$ cat config.mk
export PLATFORM = sky130hd
export DESIGN_NAME = rgbp_pack
export DESIGN_NICKNAME = d
export VERILOG_FILES = /design/src/sv/rgbp_pkg.sv /design/src/sv/rgbp_pack.sv
export SDC_FILE = /design/constraint.sdc
export NUM_CORES = 1
export LEC_CHECK = 0
export BUFFER_PORTS_ARGS = -buffer_cell sky130_fd_sc_hd__buf_4
export CAP_MARGIN = 0
export CORE_UTILIZATION = 51
export DETAILED_ROUTE_END_ITERATION = 8
export PLACE_DENSITY_LB_ADDON = 0.05
export SLEW_MARGIN = 20
export SYNTH_ARGS = -nofsm -noshare
export SYNTH_HDL_FRONTEND = slang
export SYNTH_SLANG_ARGS = --single-unit
$ cat constraint.sdc
create_clock -name clk -period 5.8 [get_ports clk]
set_input_delay 1.16 -clock clk [delete_from_list [all_inputs] [get_ports clk]]
set_output_delay 1.16 -clock clk [all_outputs]
set_load 0.01 [all_outputs]
$ cat src/sv/rgbp_pkg.sv
package rgbp_pkg;

    localparam int unsigned CFG_DATA_W  = 23;
    localparam int unsigned CFG_INDEX_W = 3;
    localparam int unsigned CNT_CFG_W   = 23;
    localparam int unsigned ADDR_W      = 21;
    localparam int unsigned CODE_W      = 4;
    localparam int unsigned DIST_W      = 18;
    localparam int unsigned PAL_SIZE    = 6;

    localparam int unsigned MAX_FRAME_PIXELS_DEF = 4194304;

    localparam logic [CFG_INDEX_W-1:0] CFG_SWAP_RED_BLUE      = 3'd0;
    localparam logic [CFG_INDEX_W-1:0] CFG_BLACK_LIMIT        = 3'd1;
    localparam logic [CFG_INDEX_W-1:0] CFG_WHITE_LIMIT        = 3'd2;
    localparam logic [CFG_INDEX_W-1:0] CFG_FRAME_PIXELS       = 3'd3;
    localparam logic [CFG_INDEX_W-1:0] CFG_MIN_DISPLAY_PIXELS = 3'd4;

    localparam logic [7:0]           BLACK_LIMIT_RST = 8'd8;
    localparam logic [7:0]           WHITE_LIMIT_RST = 8'd247;
    localparam logic [CNT_CFG_W-1:0] FRAME_PIX_RST   = 23'd1920000;
    localparam logic [CNT_CFG_W-1:0] MIN_DISP_RST    = 23'd1728000;
    localparam logic [7:0]           CHAN_FULL       = 8'd255;

    localparam logic [CODE_W-1:0] CODE_BLACK  = 4'h0;
    localparam logic [CODE_W-1:0] CODE_WHITE  = 4'h1;
    localparam logic [CODE_W-1:0] CODE_YELLOW = 4'h2;
    localparam logic [CODE_W-1:0] CODE_RED    = 4'h3;
    localparam logic [CODE_W-1:0] CODE_BLUE   = 4'h5;
    localparam logic [CODE_W-1:0] CODE_GREEN  = 4'h6;

    // palette channel at full scale: {r, g, b}
    localparam logic [2:0] PAL_RGB [PAL_SIZE] = '{
        3'b000, 3'b111, 3'b110, 3'b100, 3'b001, 3'b010
    };
    localparam logic [CODE_W-1:0] PAL_CODE [PAL_SIZE] = '{
        CODE_BLACK, CODE_WHITE, CODE_YELLOW, CODE_RED, CODE_BLUE, CODE_GREEN
    };

    typedef struct packed {
        logic [7:0] red;
        logic [7:0] green;
        logic [7:0] blue;
        logic       end_of_frame;
    } in_item_t;

    typedef struct packed {
        logic [7:0]        packed_byte;
        logic [ADDR_W-1:0] byte_address;
        logic              byte_valid;
        logic              frame_done;
        logic              frame_ok;
    } out_item_t;

    typedef struct packed {
        logic                 swap_red_blue;
        logic [7:0]           black_limit;
        logic [7:0]           white_limit;
        logic [CNT_CFG_W-1:0] frame_pixels;
        logic [CNT_CFG_W-1:0] min_display_pixels;
    } rgbp_cfg_t;

endpackage

$ cat src/sv/rgbp_pack.sv
module rgbp_pack
    import rgbp_pkg::*;
#(
    parameter int unsigned MAX_FRAME_PIXELS = MAX_FRAME_PIXELS_DEF
)
(
    input  logic              clk,
    input  logic              rst_n,
    input  logic              pix_valid,
    input  logic              pix_eof,
    input  logic [CODE_W-1:0] pix_code,
    input  rgbp_cfg_t         cfg,
    output logic              pix_move,
    output logic              out_valid,
    input  logic              out_stall,
    output out_item_t         out_item
);

    localparam int unsigned CNT_W  = $clog2(MAX_FRAME_PIXELS + 1);
    localparam int unsigned CMP_W  = (CNT_W > CNT_CFG_W) ? CNT_W : CNT_CFG_W;
    localparam int unsigned CNTX_W = (CNT_W > ADDR_W + 1) ? CNT_W : ADDR_W + 1;
    localparam logic [CMP_W-1:0] MAX_PIX = CMP_W'(MAX_FRAME_PIXELS);

    logic [CNT_W-1:0]  count_reg, count_next, count_inc;
    logic [CODE_W-1:0] held_reg, held_next;
    logic              out_valid_reg, out_valid_next;
    out_item_t         out_item_reg, res;
    logic              has_result, take;
    logic [CMP_W-1:0]  limit;
    logic [CNTX_W-1:0] cnt_x, inc_x;

    always_comb
    begin
        limit     = (CMP_W'(cfg.frame_pixels) > MAX_PIX) ? MAX_PIX : CMP_W'(cfg.frame_pixels);
        take      = CMP_W'(count_reg) < limit;
        count_inc = take ? CNT_W'(count_reg + 1'b1) : count_reg;
        cnt_x     = CNTX_W'(count_reg);
        inc_x     = CNTX_W'(count_inc);

        held_next  = held_reg;
        res        = '0;
        has_result = 1'b0;
        if (take)
        begin
            if (!count_reg[0])
                held_next = pix_code;
            else
            begin
                res.byte_valid   = 1'b1;
                res.packed_byte  = {held_reg, pix_code};
                res.byte_address = cnt_x[ADDR_W:1];
                has_result       = 1'b1;
            end
        end

        count_next = count_inc;
        if (pix_eof)
        begin
            has_result     = 1'b1;
            res.frame_done = 1'b1;
            res.frame_ok   = CMP_W'(count_inc) >= CMP_W'(cfg.min_display_pixels);
            // odd count at frame end: flush the half byte
            if (!res.byte_valid && count_inc[0])
            begin
                res.byte_valid   = 1'b1;
                res.packed_byte  = {held_next, CODE_W'(0)};
                res.byte_address = inc_x[ADDR_W:1];
            end
            count_next = '0;
            held_next  = '0;
        end
    end

    assign pix_move = pix_valid && (!has_result || !out_valid_reg || !out_stall);

    always_comb
    begin
        out_valid_next = out_valid_reg && out_stall;
        if (pix_move && has_result)
            out_valid_next = 1'b1;
    end

    always_ff @(posedge clk or negedge rst_n)
    begin
        if (!rst_n)
        begin
            count_reg     <= '0;
            held_reg      <= '0;
            out_valid_reg <= 1'b0;
        end
        else
        begin
            out_valid_reg <= out_valid_next;
            if (pix_move)
            begin
                count_reg <= count_next;
                held_reg  <= held_next;
            end
        end
    end

    always_ff @(posedge clk)
    begin
        if (pix_move && has_result)
            out_item_reg <= res;
    end

    assign out_valid = out_valid_reg;
    assign out_item  = out_item_reg;

endmodule

# == Word level (Yosys, flattened, before mapping) ==
# Index checks and enable logic that the tools add are counted.
# totals
regBits,60
input_bits,72
out_inout_bits,34
word_cells,36
# op_classes
addsub,1
order_cmp,3
muxes,14
reduce_logical,10
# op_table
operator,n
2-to-1 mux 30 bit,3
2-to-1 mux 23 bit,3
2-to-1 mux 32 bit,1
"adder 23 x 1 -> 23 bit, second input constant",1
>= comparator 23 bit,1
"greater-than comparator 23 bit, second input constant",1
less-than comparator 23 bit,1
2-to-1 mux 4 bit,3
logical AND 1 bit,4
zero test 1 bit,4
2-to-1 mux 1 bit,4
logical OR 1 bit,2

# == Logic depth before layout (Yosys ltp) ==
# depth
ltp_word,11
depth_mapped,24
depth_no_buf,21

# == Worst setup path after synthesis ==
# Ideal clock, no wire load.
# synth_timing
path_type,input to register
startpoint,input port cfg[30] in the netlist's numbering
endpoint,"register out_item_reg, in the netlist out_item[0] (enable)"
setup_ns,0.421
arrival_time_ns,6.363
required_time_ns,5.379
setup_slack_ns,-0.984
stages,17
n_path_buf,4
cell_sequence,or4_1 -> o41ai_4 -> clkbuf_1 -> nand2_1 -> ha_1 -> nand4_1 -> nor4_1 -> o221ai_1 -> a31oi_4 -> nor2_1 -> buf_2 -> ha_1 -> nor2_1 -> o21ai_1 -> clkbuf_1 -> buf_1 -> nor2_1
# synth_via
elab_chain_len,10
# synth_lines
item,line_no,text
"start, declared",rgbp_pack.sv:12,"input rgbp_cfg_t cfg,"
greater-than comparator 23 bit,rgbp_pack.sv:34,limit = (CMP_W'(cfg.frame_pixels) > MAX_PIX) ? MAX_PIX : CMP_W'(cfg.frame_pixels);
2-to-1 mux 23 bit (*),rgbp_pack.sv:34,
less-than comparator 23 bit (*),rgbp_pack.sv:35,take = CMP_W'(count_reg) < limit;
2-to-1 mux 1 bit (*),rgbp_pack.sv:43,if (take)
2-to-1 mux 1 bit (*),rgbp_pack.sv:57,if (pix_eof)
zero test 1 bit,rgbp_pack.sv:74,assign pix_move = pix_valid && (!has_result || !out_valid_reg || !out_stall);
logical OR 1 bit (2 in a row),rgbp_pack.sv:74,
logical AND 1 bit,rgbp_pack.sv:74,
logical AND 1 bit (*),rgbp_pack.sv:104,if (pix_move && has_result)
"end signal, assigned",rgbp_pack.sv:105,out_item_reg <= res;
"end, declared",rgbp_pack.sv:27,"out_item_t out_item_reg, res;"
# Mark *: on every way between the ends. The rest lies on a longest branch, timed or not.
# A chain may end at the register's enable or synchronous reset.

# == Final worst setup path ==
# layout_timing
startpoint,input port cfg[24] in the netlist's numbering
endpoint,output port pix_move
# layout_via
elab_chain_len,9
# layout_lines
item,line_no,text
greater-than comparator 23 bit,rgbp_pack.sv:34,
2-to-1 mux 23 bit (*),rgbp_pack.sv:34,
less-than comparator 23 bit (*),rgbp_pack.sv:35,
2-to-1 mux 1 bit (*),rgbp_pack.sv:43,
2-to-1 mux 1 bit (*),rgbp_pack.sv:57,
zero test 1 bit (*),rgbp_pack.sv:74,
logical OR 1 bit (*) (2 in a row),rgbp_pack.sv:74,
logical AND 1 bit (*),rgbp_pack.sv:74,
"end, declared",rgbp_pack.sv:13,"output logic pix_move,"
# Marks and branches as above.

==> flow_summary.json <==
{
  "cts_root_buf": "clkbuf_8",
  "max_freq_mhz": 174.3,
  "viasPerCell": 5.869,
  "detail-route-antenna-nets": 0,
  "maxSlewViolCount": 0,
  "cts_buffers": 9,
  "seq_area_frac_synth_pct": 33.60,
  "outcome": "finished, final reports clean",
  "largest_reg_flops": 32,
  "core_um2": 9328,
  "routed_wl_um": 14060,
  "multiInputGateArea_um2": 3063,
  "track_usage_pct": 28.69,
  "async_reset_ff_share_pct": 46.67,
  "ff_latch_area_um2": 1662,
  "crit_buf_inv": 7,
  "htreeDepth": 3,
  "cp-end-kind": "output port",
  "diodes": 0,
  "layout_commonest_cell": "buf_4",
  "grt_pass1_wl_um": 22290,
  "num_vias": 4824,
  "drtPass1Iterations": 5,
  "power_density_nw_per_um2": 379.8,
  "die_area_um2": 10090,
  "hp-class": "flip-flop to flip-flop",
  "die_x_um": 100.5,
  "start_util_pct": 53.01,
  "grt_max_degree": 52,
  "drive_gt1_share_pct": 28.43,
  "synthesis.area_um2": 4945,
  "grt_antenna_before_repair": 0,
  "netlist_instances": 570,
  "skew_ns": 0.01195,
  "synth_edf_count": 32,
  "ir_worst_vdd_v": 0.0002250,
  "synth.distinct_cells": 57,
  "fp-row-count": 35,
  "gp_congestion": 0.9138,
  "portBuffers": 88,
  "crit_path_cell_trace": "buf_4 > nor4_2 > buf_4 > nand4_1 > o41ai_4 > buf_4 > nand2_1 > ha_1 > a21oi_2 > o211ai_1 > a211oi_1 > buf_4 > a31oi_4 > nor2_4 > buf_6 > ha_2 > nor2_4 > o21ai_4 > inv_2 > buf_4",
  "cts.path.max_buffers": 2,
  "fill_cells": 806,
  "p_total_mw": 2.428,
  "leakage_nw": 2.926,
  "fin_crit_ns": 5.736,
  "worstPathArrival_ns": 4.58,
  "drc": 0,
  "cp_common_cell": "buf_4",
  "timing.slew.headroom_pct": 45.27,
  "layout.nets": 808,
  "fin_util_pct": 68.53,
  "worstPathMaxFanout": 10,
  "clk_latency_ns": 0.35,
  "clkTransAtPathRegs_ns": 0.07,
  "dp.cells": 803,
  "startpoint_type": "primary input",
  "cts.sink_count": 60,
  "crit_required_ns": 4.64,
  "synth_fp_nets": 690,
  "post-route-period-util_pct": 98.90,
  "cap_violations": 0,
  "drt-wirelength-per-cell_um": 17.11,
  "synth_ff_type": "edfxtp_1",
  "critPathMaxStageDelay_ns": 0.31,
  "grt_pass1_vias": 4623,
  "ys_ff_latch": 60,
  "ys_warn_count": 0,
  "final_cell_mix": "buf_4, nand2_1, ha_1",
  "area_growth_pct": 29.28,
  "hpwl_um": 10160,
  "crit_slowest_cell": "a211oi_1",
  "critPathTopFamily": "compound AO/OA/AOI/OAI gates",
  "drtIter0Drc": 254,
  "path_class": "primary input to output port",
  "avgSynthCellArea_um2": 8.675,
  "cts_tree": "done",
  "die_h_um": 100.5,
  "worst_pin_slew_ns": 0.8135,
  "fin_cells": 822,
  "grt-ovfl-total": 0,
  "setup_viol": 0,
  "hold_viol": 0,
  "ios": 106,
  "ctsHoldBuffers": 0
}
-- cells in the mapped netlist, types with 5 or more instances --
| cell type | number | area (µm²) |
|---|---|---|
| nor4_1 | 11 | 68.82 |
| nor2_1 | 29 | 108.9 |
| nand4_1 | 16 | 100.1 |
| ha_1 | 48 | 600.6 |
| nand2_1 | 77 | 289.0 |
| nor3b_1 | 9 | 67.56 |
| nor3_1 | 25 | 125.1 |
| mux2i_1 | 8 | 80.08 |
| a21o_1 | 5 | 37.54 |
| o211ai_1 | 6 | 45.04 |
| and3_1 | 5 | 31.28 |
| o21ai_0 | 25 | 125.1 |
| xor2_1 | 12 | 105.1 |
| o22ai_1 | 8 | 50.05 |
| edfxtp_1 | 32 | 960.9 |
| or3_1 | 5 | 31.28 |
| nor3_2 | 7 | 70.07 |
| inv_1 | 32 | 120.1 |
| and4_1 | 6 | 52.55 |
| nor2b_1 | 9 | 56.30 |
| xnor2_1 | 9 | 78.83 |
| nand3_1 | 17 | 85.08 |
| a221o_1 | 14 | 140.1 |
| a21oi_1 | 21 | 105.1 |
| clkbuf_1 | 38 | 142.6 |
| dfrtp_1 | 28 | 700.7 |
| and2_1 | 7 | 43.79 |
-- through the flow --
step / setup TNS [ns] / setup slack, ns / area, µm² / hold slack [ns]
after floorplan: 0 / 0.01822 / 4982 / 0.4713
after global placement: -0.1911 / -0.1055 / 6091 / 0.4896
after detailed placement: -0.4493 / -0.2558 / 6091 / 0.5072
after CTS: 0 / 0.03006 / 6332 / 0.5246
after global routing: -0.3065 / -0.1706 / 6392 / 0.5650
final: 0 / 0.06370 / 6392 / 0.5247
-- worst reg2reg max path, cell delays in order, from the launching register on --
cell      delay [ns]
dfrtp_1         0.52
ha_1            0.39
a21oi_2         0.16
o211ai_1        0.14
a211oi_1        0.31
buf_4           0.18
a31oi_4         0.10
buf_4           0.22
or4_4           0.53
xnor2_1         0.14
ha_1            0.34
nand2_1         0.11
nor2_1          0.07
a221o_1         0.31
nor3_1          0.15
buf_4           0.16
o21ai_0         0.09
-- logic make-up (layout without fill, tap and decap cells) --
group           after synthesis  in the layout  synth area share, %
buf+inv                      79            202                6.149
compound gates              120            120                17.56
simple gates                234            234                25.20
fa+ha+maj                    48             48                12.15
xor+xnor                     21             21                3.720
mux                           8              8                1.619
flops                        60             60                33.60
-- cell type report --
cell class                 instances  area share (%)
clock inverter                     7           1.409
inverter                          33           1.938
tap                              129           2.525
sequential                        60           25.99
clock buffer                       9           1.938
multi-input combinational        431           47.92
timing repair buffer             153           18.28
-- final timing paths --
| check | slack, ns | from | endpoint | cells after the start |
|---|---|---|---|---|
| min reg2reg | 0.52 | held_reg[0] | held_reg[0] | 2 |
| min in group asynchronous | 0.74 | rst_n | cnt_x[4] | 1 |
| min | 0.52 | held_reg[0] | held_reg[0] | 2 |
| max reg2reg | 1.62 | cnt_x[4] | out_item[0] | 16 |
| max | 0.06 | cfg[24] | pix_move | 20 |
| max in group asynchronous | 4.74 | rst_n | cnt_x[7] | 1 |
-- routing by layer --
layer  vias to the layer above  track usage [%]  part of all wire (%)
met4                         0            13.04                   3.0
met1                      2291            35.03                    42
li1                       2339                -                     -
met5                         -                0                     0
met2                       163            49.79                    50
met3                        31            4.577                   4.8
-- report_power, final --
part | total (mW) | switching [mW] | internal [mW]
combinational | 1.19 | 0.638 | 0.557
clock | 0.421 | 0.181 | 0.240
sequential | 0.812 | 0.220 | 0.592
total | 2.43 | 1.04 | 1.39
-- timing repair --
| item | in CTS | in global routing |
|---|---|---|
| setup buffers | 0 | 2 |
| pin swaps | 0 | 7 |
| gates cloned | 0 | 1 |
| setup endpoints to repair | 1 | 2 |
| endpoints found under the hold margin | 0 | 0 |
| gates resized for setup | 5 | 10 |
(Power assumes the default switching activity.)
